==> config.mk <==
export PLATFORM = sky130hd
export DESIGN_NAME = indexed_insert_remove_list_flat
export DESIGN_NICKNAME = d
export VERILOG_FILES = /design/src/hdl/iirl_pkg.sv /design/src/hdl/iirl_if.sv /design/src/hdl/iirl_ram.sv /design/src/hdl/indexed_insert_remove_list.sv /design/src/flat_wrapper.sv
export SDC_FILE = /design/constraint.sdc
export NUM_CORES = 2
export LEC_CHECK = 0
export BUFFER_PORTS_ARGS = -buffer_cell sky130_fd_sc_hd__clkbuf_2
export CORE_MARGIN = 2
export CORE_UTILIZATION = 34
export DETAILED_ROUTE_END_ITERATION = 16
export PLACE_DENSITY_LB_ADDON = 0.1
export SLEW_MARGIN = 40
export SYNTH_ARGS = -nofsm -noshare
export SYNTH_HDL_FRONTEND = slang
export SYNTH_SLANG_ARGS = --single-unit
==> constraint.sdc <==
create_clock -name clk -period 6.1 [get_ports clk]
set_input_delay 0.915 -clock clk [delete_from_list [all_inputs] [get_ports clk]]
set_output_delay 0.915 -clock clk [all_outputs]
set_load 0.03 [all_outputs]
==> src/hdl/iirl_pkg.sv <==
package iirl_pkg;

  localparam int CNT_W  = 7;
  localparam int DATA_W = 32;

  localparam logic [CNT_W-1:0] LIMIT_RESET = 7'd64;

  typedef enum logic [2:0] {
    REQ_PUSH_BACK  = 3'd0,
    REQ_PUSH_FRONT = 3'd1,
    REQ_INSERT     = 3'd2,
    REQ_REMOVE_AT  = 3'd3,
    REQ_REM_FRONT  = 3'd4,
    REQ_REM_BACK   = 3'd5,
    REQ_READ       = 3'd6,
    REQ_WRITE      = 3'd7
  } req_type_t;

  typedef enum logic [1:0] {
    ST_DONE  = 2'd0,
    ST_RANGE = 2'd1,
    ST_FULL  = 2'd2
  } status_t;

  typedef enum logic [1:0] {
    OP_INS = 2'd0,
    OP_REM = 2'd1,
    OP_RD  = 2'd2,
    OP_WR  = 2'd3
  } op_t;

endpackage

==> src/hdl/iirl_if.sv <==
interface iirl_req_if;
  logic                                valid;
  logic                                ready;
  logic [2:0]                          req_type;
  logic [iirl_pkg::CNT_W-1:0]          position;
  logic signed [iirl_pkg::DATA_W-1:0]  data_word;

  modport source (output valid, output req_type, output position, output data_word,
                  input ready);
  modport sink   (input valid, input req_type, input position, input data_word,
                  output ready);
endinterface

interface iirl_rsp_if;
  logic                                valid;
  logic                                ready;
  logic [1:0]                          status;
  logic signed [iirl_pkg::DATA_W-1:0]  read_value;
  logic [iirl_pkg::CNT_W-1:0]          entry_count;
  logic signed [iirl_pkg::DATA_W-1:0]  running_total;

  modport source (output valid, output status, output read_value, output entry_count,
                  output running_total, input ready);
  modport sink   (input valid, input status, input read_value, input entry_count,
                  input running_total, output ready);
endinterface

==> src/hdl/iirl_ram.sv <==
// Simple dual-port RAM: one write port, one read port with registered data.
module iirl_ram #(
  parameter int DEPTH = 64,
  parameter int AW    = 6
) (
  input  logic                        clk,
  input  logic                        rd_en,
  input  logic [AW-1:0]               rd_addr,
  output logic [iirl_pkg::DATA_W-1:0] rd_data,
  input  logic                        wr_en,
  input  logic [AW-1:0]               wr_addr,
  input  logic [iirl_pkg::DATA_W-1:0] wr_data
);

  logic [iirl_pkg::DATA_W-1:0] mem [DEPTH];
  logic [iirl_pkg::DATA_W-1:0] rd_data_r;

  always_ff @(posedge clk) begin
    if (wr_en) begin
      mem[wr_addr] <= wr_data;
    end
    if (rd_en) begin
      rd_data_r <= mem[rd_addr];
    end
  end

  assign rd_data = rd_data_r;

endmodule

==> src/hdl/indexed_insert_remove_list.sv <==
// Channel   Direction  Handshake            Payload
// in_req    sink       valid / ready        req_type, position, data_word
// out_rsp   source     valid / ready        status, read_value, entry_count, running_total
// cfg       write only cfg_we               cfg_wdata (list limit)
//
// One request is worked on at a time. A refused request goes from S_IDLE straight to S_FIN,
// a read or write passes S_LOOK and S_GOT, an insert passes S_SHIFT and a removal all three;
// the length of a shift is set by the single read and single write port of the entry RAM,
// through which the shift moves one entry per cycle.
// Reset (rst_n low, synchronous) empties the list, clears the sum and sets the limit to 64.
// A new request is taken whenever the sequencer is idle, even while a response waits in
// the output register; a stalled response only holds the sequencer at its final step.

module indexed_insert_remove_list #(
  parameter int DEPTH = 64
) (
  input  logic                        clk,
  input  logic                        rst_n,
  input  logic                        cfg_we,
  input  logic [iirl_pkg::CNT_W-1:0]  cfg_wdata,
  iirl_req_if.sink                    in_req,
  iirl_rsp_if.source                  out_rsp
);

  localparam int AW = (DEPTH > 1) ? $clog2(DEPTH) : 1;
  localparam int CW = iirl_pkg::CNT_W;
  localparam int DW = iirl_pkg::DATA_W;
  // Largest limit that the storage can honour; the 7-bit limit register never exceeds 127.
  localparam logic [CW-1:0] DEPTH_CAP = (DEPTH < 127) ? CW'(DEPTH) : CW'(127);

  // One-hot sequencer states.
  typedef enum logic [4:0] {
    S_IDLE  = 5'b00001,
    S_LOOK  = 5'b00010,
    S_GOT   = 5'b00100,
    S_SHIFT = 5'b01000,
    S_FIN   = 5'b10000
  } state_t;

  state_t            state_r, state_nxt;
  iirl_pkg::op_t     op_r, op_nxt;
  iirl_pkg::status_t status_r, status_nxt;
  logic [CW-1:0]     pos_r, pos_nxt;
  logic [DW-1:0]     val_r, val_nxt;
  logic [CW-1:0]     count_r, count_nxt;
  logic [DW-1:0]     sum_r, sum_nxt;
  logic [CW-1:0]     limit_r, limit_nxt;
  logic [AW-1:0]     cursor_r, cursor_nxt;
  logic [CW-1:0]     rem_r, rem_nxt;
  logic              wpend_r, wpend_nxt;
  logic [AW-1:0]     last_addr_r, last_addr_nxt;
  logic [DW-1:0]     rdval_r, rdval_nxt;

  logic              out_valid_r, out_valid_nxt;
  logic [1:0]        out_status_r, out_status_nxt;
  logic [DW-1:0]     out_read_r, out_read_nxt;
  logic [CW-1:0]     out_count_r, out_count_nxt;
  logic [DW-1:0]     out_sum_r, out_sum_nxt;

  // Request decode, evaluated against the current count when a request arrives.
  iirl_pkg::req_type_t req_type;
  logic [CW-1:0]       pos_eff;
  logic [CW-1:0]       eff_limit;
  logic                is_insert;
  iirl_pkg::op_t       dec_op;
  iirl_pkg::status_t   dec_status;

  logic [CW-1:0]       cnt_fin;
  logic [DW-1:0]       sum_fin;

  logic                ram_rd_en;
  logic [AW-1:0]       ram_rd_addr;
  logic [DW-1:0]       ram_rd_data;
  logic                ram_wr_en;
  logic [AW-1:0]       ram_wr_addr;
  logic [DW-1:0]       ram_wr_data;

  iirl_ram #(
    .DEPTH (DEPTH),
    .AW    (AW)
  ) u_ram (
    .clk     (clk),
    .rd_en   (ram_rd_en),
    .rd_addr (ram_rd_addr),
    .rd_data (ram_rd_data),
    .wr_en   (ram_wr_en),
    .wr_addr (ram_wr_addr),
    .wr_data (ram_wr_data)
  );

  assign req_type  = iirl_pkg::req_type_t'(in_req.req_type);
  assign eff_limit = (limit_r < DEPTH_CAP) ? limit_r : DEPTH_CAP;

  always_comb begin
    pos_eff = in_req.position;
    dec_op  = iirl_pkg::OP_RD;
    case (req_type)
      iirl_pkg::REQ_PUSH_BACK: begin
        pos_eff = count_r;
        dec_op  = iirl_pkg::OP_INS;
      end
      iirl_pkg::REQ_PUSH_FRONT: begin
        pos_eff = '0;
        dec_op  = iirl_pkg::OP_INS;
      end
      iirl_pkg::REQ_INSERT: begin
        dec_op  = iirl_pkg::OP_INS;
      end
      iirl_pkg::REQ_REMOVE_AT: begin
        dec_op  = iirl_pkg::OP_REM;
      end
      iirl_pkg::REQ_REM_FRONT: begin
        pos_eff = '0;
        dec_op  = iirl_pkg::OP_REM;
      end
      iirl_pkg::REQ_REM_BACK: begin
        // On an empty list this wraps to 127 and so fails the range check below.
        pos_eff = count_r - CW'(1);
        dec_op  = iirl_pkg::OP_REM;
      end
      iirl_pkg::REQ_READ: begin
        dec_op  = iirl_pkg::OP_RD;
      end
      default: begin
        dec_op  = iirl_pkg::OP_WR;
      end
    endcase
  end

  assign is_insert = (dec_op == iirl_pkg::OP_INS);

  always_comb begin
    if (is_insert) begin
      // The index check comes before the full check.
      if (pos_eff > count_r) begin
        dec_status = iirl_pkg::ST_RANGE;
      end else if (count_r >= eff_limit) begin
        dec_status = iirl_pkg::ST_FULL;
      end else begin
        dec_status = iirl_pkg::ST_DONE;
      end
    end else if (pos_eff >= count_r) begin
      dec_status = iirl_pkg::ST_RANGE;
    end else begin
      dec_status = iirl_pkg::ST_DONE;
    end
  end

  assign in_req.ready = (state_r == S_IDLE);

  // Sequencer. Shifts stream through the RAM: a read is issued each cycle and its data is
  // written one place further along in the next. The read and write addresses in flight
  // always differ, and the final writes land before any later read of the same entry, so
  // no forwarding path is needed.
  always_comb begin
    state_nxt      = state_r;
    op_nxt         = op_r;
    status_nxt     = status_r;
    pos_nxt        = pos_r;
    val_nxt        = val_r;
    count_nxt      = count_r;
    sum_nxt        = sum_r;
    limit_nxt      = cfg_we ? cfg_wdata : limit_r;
    cursor_nxt     = cursor_r;
    rem_nxt        = rem_r;
    wpend_nxt      = wpend_r;
    last_addr_nxt  = last_addr_r;
    rdval_nxt      = rdval_r;
    cnt_fin        = count_r;
    sum_fin        = sum_r;

    out_valid_nxt  = out_valid_r && !out_rsp.ready;
    out_status_nxt = out_status_r;
    out_read_nxt   = out_read_r;
    out_count_nxt  = out_count_r;
    out_sum_nxt    = out_sum_r;

    ram_rd_en      = 1'b0;
    ram_rd_addr    = cursor_r;
    ram_wr_en      = 1'b0;
    ram_wr_addr    = AW'(pos_r);
    ram_wr_data    = ram_rd_data;

    case (state_r)
      S_IDLE: begin
        if (in_req.valid) begin
          op_nxt     = dec_op;
          status_nxt = dec_status;
          pos_nxt    = pos_eff;
          val_nxt    = in_req.data_word;
          rdval_nxt  = '0;
          wpend_nxt  = 1'b0;
          if (dec_status != iirl_pkg::ST_DONE) begin
            state_nxt = S_FIN;
          end else if (is_insert) begin
            // Move entries [pos, count) up one place, starting at the top.
            cursor_nxt = AW'(count_r - CW'(1));
            rem_nxt    = count_r - pos_eff;
            state_nxt  = S_SHIFT;
          end else begin
            state_nxt = S_LOOK;
          end
        end
      end

      S_LOOK: begin
        ram_rd_en   = 1'b1;
        ram_rd_addr = AW'(pos_r);
        state_nxt   = S_GOT;
      end

      S_GOT: begin
        case (op_r)
          iirl_pkg::OP_RD: begin
            rdval_nxt = ram_rd_data;
            state_nxt = S_FIN;
          end
          iirl_pkg::OP_WR: begin
            ram_wr_en   = 1'b1;
            ram_wr_data = val_r;
            sum_nxt     = sum_r + val_r - ram_rd_data;
            state_nxt   = S_FIN;
          end
          default: begin
            // Removal: take the old entry out of the sum, then close the gap from below.
            sum_nxt    = sum_r - ram_rd_data;
            cursor_nxt = AW'(pos_r + CW'(1));
            rem_nxt    = count_r - pos_r - CW'(1);
            state_nxt  = S_SHIFT;
          end
        endcase
      end

      S_SHIFT: begin
        if (wpend_r) begin
          ram_wr_en   = 1'b1;
          ram_wr_addr = (op_r == iirl_pkg::OP_INS) ? last_addr_r + AW'(1)
                                                   : last_addr_r - AW'(1);
        end
        if (rem_r != '0) begin
          ram_rd_en     = 1'b1;
          last_addr_nxt = cursor_r;
          cursor_nxt    = (op_r == iirl_pkg::OP_INS) ? cursor_r - AW'(1)
                                                     : cursor_r + AW'(1);
          rem_nxt       = rem_r - CW'(1);
          wpend_nxt     = 1'b1;
        end else begin
          wpend_nxt = 1'b0;
          if (!wpend_r) begin
            state_nxt = S_FIN;
          end
        end
      end

      S_FIN: begin
        if (!out_valid_r || out_rsp.ready) begin
          if (status_r == iirl_pkg::ST_DONE) begin
            case (op_r)
              iirl_pkg::OP_INS: begin
                ram_wr_en   = 1'b1;
                ram_wr_data = val_r;
                cnt_fin     = count_r + CW'(1);
                sum_fin     = sum_r + val_r;
              end
              iirl_pkg::OP_REM: begin
                cnt_fin     = count_r - CW'(1);
              end
              default: begin
              end
            endcase
          end
          count_nxt      = cnt_fin;
          sum_nxt        = sum_fin;
          out_valid_nxt  = 1'b1;
          out_status_nxt = status_r;
          out_read_nxt   = rdval_r;
          out_count_nxt  = cnt_fin;
          out_sum_nxt    = sum_fin;
          state_nxt      = S_IDLE;
        end
      end

      default: begin
        state_nxt = S_IDLE;
      end
    endcase
  end

  always_ff @(posedge clk) begin
    if (!rst_n) begin
      state_r     <= S_IDLE;
      count_r     <= '0;
      sum_r       <= '0;
      limit_r     <= iirl_pkg::LIMIT_RESET;
      wpend_r     <= 1'b0;
      out_valid_r <= 1'b0;
    end else begin
      state_r     <= state_nxt;
      count_r     <= count_nxt;
      sum_r       <= sum_nxt;
      limit_r     <= limit_nxt;
      wpend_r     <= wpend_nxt;
      out_valid_r <= out_valid_nxt;
    end
  end

  always_ff @(posedge clk) begin
    op_r         <= op_nxt;
    status_r     <= status_nxt;
    pos_r        <= pos_nxt;
    val_r        <= val_nxt;
    cursor_r     <= cursor_nxt;
    rem_r        <= rem_nxt;
    last_addr_r  <= last_addr_nxt;
    rdval_r      <= rdval_nxt;
    out_status_r <= out_status_nxt;
    out_read_r   <= out_read_nxt;
    out_count_r  <= out_count_nxt;
    out_sum_r    <= out_sum_nxt;
  end

  assign out_rsp.valid         = out_valid_r;
  assign out_rsp.status        = out_status_r;
  assign out_rsp.read_value    = out_read_r;
  assign out_rsp.entry_count   = out_count_r;
  assign out_rsp.running_total = out_sum_r;

endmodule
==> src/flat_wrapper.sv <==
// flat-port wrapper written by rule: the top's interface ports become plain ports
module indexed_insert_remove_list_flat 
#(
  parameter int DEPTH = 64
)
  (clk, rst_n, cfg_we, cfg_wdata, in_req_valid, in_req_req_type, in_req_position, in_req_data_word, in_req_ready, out_rsp_valid, out_rsp_status, out_rsp_read_value, out_rsp_entry_count, out_rsp_running_total, out_rsp_ready);
  iirl_req_if in_req_i ();
  iirl_rsp_if out_rsp_i ();
  input  logic clk;
  input  logic rst_n;
  input  logic cfg_we;
  input  logic [iirl_pkg::CNT_W-1:0] cfg_wdata;
  input wire logic [$bits(in_req_i.valid)-1:0] in_req_valid;
  input wire logic [$bits(in_req_i.req_type)-1:0] in_req_req_type;
  input wire logic [$bits(in_req_i.position)-1:0] in_req_position;
  input wire logic [$bits(in_req_i.data_word)-1:0] in_req_data_word;
  output wire logic [$bits(in_req_i.ready)-1:0] in_req_ready;
  output wire logic [$bits(out_rsp_i.valid)-1:0] out_rsp_valid;
  output wire logic [$bits(out_rsp_i.status)-1:0] out_rsp_status;
  output wire logic [$bits(out_rsp_i.read_value)-1:0] out_rsp_read_value;
  output wire logic [$bits(out_rsp_i.entry_count)-1:0] out_rsp_entry_count;
  output wire logic [$bits(out_rsp_i.running_total)-1:0] out_rsp_running_total;
  input wire logic [$bits(out_rsp_i.ready)-1:0] out_rsp_ready;
  assign in_req_i.valid = in_req_valid;
  assign in_req_i.req_type = in_req_req_type;
  assign in_req_i.position = in_req_position;
  assign in_req_i.data_word = in_req_data_word;
  assign in_req_ready = in_req_i.ready;
  assign out_rsp_valid = out_rsp_i.valid;
  assign out_rsp_status = out_rsp_i.status;
  assign out_rsp_read_value = out_rsp_i.read_value;
  assign out_rsp_entry_count = out_rsp_i.entry_count;
  assign out_rsp_running_total = out_rsp_i.running_total;
  assign out_rsp_i.ready = out_rsp_ready;
  indexed_insert_remove_list #(.DEPTH(DEPTH)) u_core (.clk(clk), .rst_n(rst_n), .cfg_we(cfg_we), .cfg_wdata(cfg_wdata), .in_req(in_req_i), .out_rsp(out_rsp_i));
endmodule
==> flow_metrics.env <==
export IMPL_status="completed"
export IMPL_fin_cells=9132
export IMPL_drive_gt1_share_pct=25.1
export IMPL_rsz0062_at_grt="false"
export IMPL_cts_max_level=5
export IMPL_cts_buffers=267
export IMPL_cts_root_buf="clkbuf_16"
export IMPL_cp_arrival_ns=6.01
export IMPL_synth_area_leaders="edfxtp_1, mux4_2, mux2i_1"
export IMPL_worst_slew_pin_slew_ns=1.03
export IMPL_setup_viol=0
export IMPL_vias_per_cell=5.35
export IMPL_ys_seq_area_share_pct=73.2
export IMPL_yosys_area_top_type_share_pct=72.1
export IMPL_worst_setup_path_start_kind="register"
export IMPL_synth_warnings=0
export IMPL_place_hpwl_um=164000
export IMPL_cts_repair_resized=0
export IMPL_slew_violations=0
export IMPL_maxSlewHeadroom_pct=31.6
export IMPL_netlist_instances=4979
export IMPL_first_pass_iters=5
export IMPL_endpoint_kind="register"
export IMPL_place_congestion=0.830
export IMPL_cp_max_fo=5
export IMPL_min_period_ns=5.37
export IMPL_cts_tree="built"
export IMPL_syn_area_per_cell_um2=18.8
export IMPL_hold_path_cell_count=1
export IMPL_crit_type="reg -> reg"
export IMPL_setup_tns_ns=0
export IMPL_dp_cells=8663
export IMPL_grt_overflow=0
export IMPL_final_net_count=5504
export IMPL_ys_flop_type="edfxtp_1"
export IMPL_worstSkewPairLatency_ns=0.85
export IMPL_areaGrowthSynthToFinish_pct=16.3
export IMPL_coreArea_mm2=0.274
export IMPL_holdPathEnd="u_core.val_r[31]$_DFFE_PP_"
export IMPL_fin_total_pwr_w=0.0348
export IMPL_maxCapViolations=0
export IMPL_p_leak_nw=34.4
export IMPL_fmaxAchievable_mhz=186
export IMPL_cts_setup_buffers=0
export IMPL_powerDensity_mw_per_mm2=319
export IMPL_synth_nets=5134
export IMPL_finalHoldViolCount=0
export IMPL_synth_edff_count=2247
export IMPL_synth_seq_cells=2300
export IMPL_rows=192
export IMPL_antenna_found_initial=8
export IMPL_hp_start="in_req_data_word[31]"
export IMPL_r2r_start="u_core.val_r[0]$_DFFE_PP_"
export IMPL_syn_area_mm2=0.0936
export IMPL_avgRoutedWirePerCell_um=30.2
export IMPL_skew_ns=0.0632
export IMPL_clock_sinks=2300
export IMPL_grt_max_degree=84
export IMPL_dieArea_mm2=0.280
export IMPL_track_usage_pct=19.5
export IMPL_grt_pass1_vias=50449
export IMPL_grt_pass1_wl_um=387000
export IMPL_portBuffers=128
export IMPL_start_util_pct=34.2
export IMPL_hp_class="in -> reg"
export IMPL_cts_path_max_buffers=4
export IMPL_die_w_um=529
export IMPL_final_period_utilization_pct=88.1
export IMPL_r2r_slack_ns=0.73
export IMPL_worstPathRequired_ns=6.74
export IMPL_r2r_end="u_core.sum_r[27]$_SDFFE_PN0P_"
export IMPL_drt_iter0_markers=4037
export IMPL_wl_um=276000
export IMPL_synth_async_reset_ratio_pct=0
export IMPL_cts_hold_buffers=0
export IMPL_irDropWorstVdd_mv=0.192
export IMPL_die_h_um=529
export IMPL_vias=48871
export IMPL_synth_cell_types=73
export IMPL_yosysTopAreaCell="edfxtp_1"
export IMPL_io_pin_count=129
export IMPL_drc=0
export IMPL_ant_nets=0
export IMPL_r2r_cells=20
export IMPL_clkSlewWorstSetupHoldPaths_ns=0.06
## where the power goes
part	internal [W]	switching, W	leakage (nW)
registers	0.0174	0.000151	20.7
logic	0.000740	0.00141	9.76
clock network	0.00879	0.00630	3.92
## cell type report
type,instances,area (um2)
multi-input cells,2338,24600
flip-flops and latches,2300,68500
inverters,80,302
repair buffers,362,2930
diodes,10,25.0
clock inverters,102,831
well taps,3589,4490
clock buffers,351,7230
fillers,24800,165000
## Yosys cell counts (8+ instances only)
| master | number |
|---|---|
| xor2_1 | 33 |
| nor2_1 | 191 |
| mux4_2 | 512 |
| nand2b_1 | 11 |
| edfxtp_1 | 2247 |
| ha_1 | 95 |
| nand4_1 | 8 |
| a22oi_1 | 79 |
| nor3_1 | 19 |
| mux2_2 | 29 |
| o211ai_1 | 10 |
| dfxtp_1 | 53 |
| nand2_1 | 242 |
| mux2i_1 | 143 |
| and3_1 | 10 |
| a31oi_1 | 14 |
| o21ai_0 | 139 |
| buf_2 | 74 |
| o31ai_1 | 14 |
| a211oi_1 | 139 |
| clkbuf_1 | 136 |
| inv_1 | 78 |
| buf_4 | 45 |
| and2_1 | 11 |
| o21bai_1 | 12 |
| o21a_1 | 8 |
| xnor2_1 | 56 |
| a21o_1 | 45 |
| a21oi_1 | 235 |
| nand3_1 | 35 |
| nor2b_1 | 143 |
## critical path, cell delays in order, from the launching register on
cell and delay (ns):
edfxtp_1 0.38, ha_1 0.23, fa_1 0.41, a21oi_1 0.35, o211ai_1 0.25, nand4_1 0.21
nand2_1 0.17, a21oi_1 0.18, buf_4 0.14, a21bo_2 0.22, o21ai_0 0.17, ha_1 0.30
and3_1 0.23, a221o_1 0.31, a31o_2 0.23, a31oi_1 0.15, o21ai_0 0.22, a31o_2 0.36
a2111oi_0 0.45, a41o_1 0.16, a21boi_0 0.08
## sequential cells by signal, indices dropped and copies added (netlist names), 32 cells and up
| register | count |
|---|---|
| u_core.out_rsp.read_value | 32 |
| u_core.rdval_r | 32 |
| u_core.out_rsp.running_total | 32 |
| u_core.u_ram.rd_data | 32 |
| u_core.val_r | 32 |
| u_core.u_ram.mem | 2048 |
| u_core.sum_r | 32 |
## layout by cell type (no fill, tap or decap), drive strengths merged, types with 7 or more instances in the layout
cell,n
o21a,8
a21boi,7
o21ai,139
mux2,29
a31oi,14
and2,11
nor2,191
xor2,33
nand2b,11
o221ai,7
and3,10
clkbuf,482
buf,231
clkinvlp,8
a211oi,139
o31ai,14
a21o,45
o211ai,10
mux2i,145
clkinv,80
nor2b,143
mux4,512
o21bai,12
inv,83
ha,95
nand3,35
nand3b,7
nor3,20
bufinv,11
nand4,8
nand2,242
a21oi,235
a22oi,79
diode,10
edfxtp,2247
nor4,7
dfxtp,53
xnor2,56
## per-stage QoR
stage          setup slack, ns  hold WS, ns  util [%]  area, um2
2_1_floorplan             1.14        0.400         -      93600
3_3_place_gp             0.711        0.402      36.6     100000
3_5_place_dp             0.792        0.405      36.8     101000
4_1_cts                  0.718        0.214      39.7     109000
5_1_grt                  0.303        0.241      39.8     109000
6_report                 0.727        0.278      39.8     109000
## cells by family after synthesis
logic type | share of synthesized area (%)
xor+xnor | 0.833
fa+ha+maj | 1.40
buf+inv | 1.65
simple gates | 3.57
mux | 14.2
compound gates | 5.11
flops | 73.2
## routing by layer
layer | GRT usage (%) | up-vias | wire length (um) | part of all wire [%]
met1 | 27.6 | 26251 | 125000 | 46
met3 | 2.44 | 366 | 12100 | 4.4
met4 | 6.36 | 0 | 9290 | 3.4
met5 | 0 | - | 0 | 0
met2 | 31.3 | 1240 | 129000 | 47
li1 | - | 21014 | - | -
## worst max path at each step
| stage | startpoint | end | slack, ns | cells after the start |
|---|---|---|---|---|
| global route | u_core.val_r[0]$_DFFE_PP_ | u_core.sum_r[27]$_SDFFE_PN0P_ | 0.30 | 20 |
| floorplan | out_rsp_ready | u_core.u_ram.mem[0][10]$_DFFE_PP_ | 1.14 | 5 |
| CTS | u_core.val_r[0]$_DFFE_PP_ | u_core.sum_r[27]$_SDFFE_PN0P_ | 0.72 | 20 |
| global placement | u_core.val_r[0]$_DFFE_PP_ | u_core.sum_r[27]$_SDFFE_PN0P_ | 0.71 | 20 |
| finish | u_core.val_r[0]$_DFFE_PP_ | u_core.sum_r[27]$_SDFFE_PN0P_ | 0.73 | 20 |
| detailed placement | u_core.val_r[0]$_DFFE_PP_ | u_core.sum_r[27]$_SDFFE_PN0P_ | 0.79 | 20 |
(Power assumes the default switching activity.)
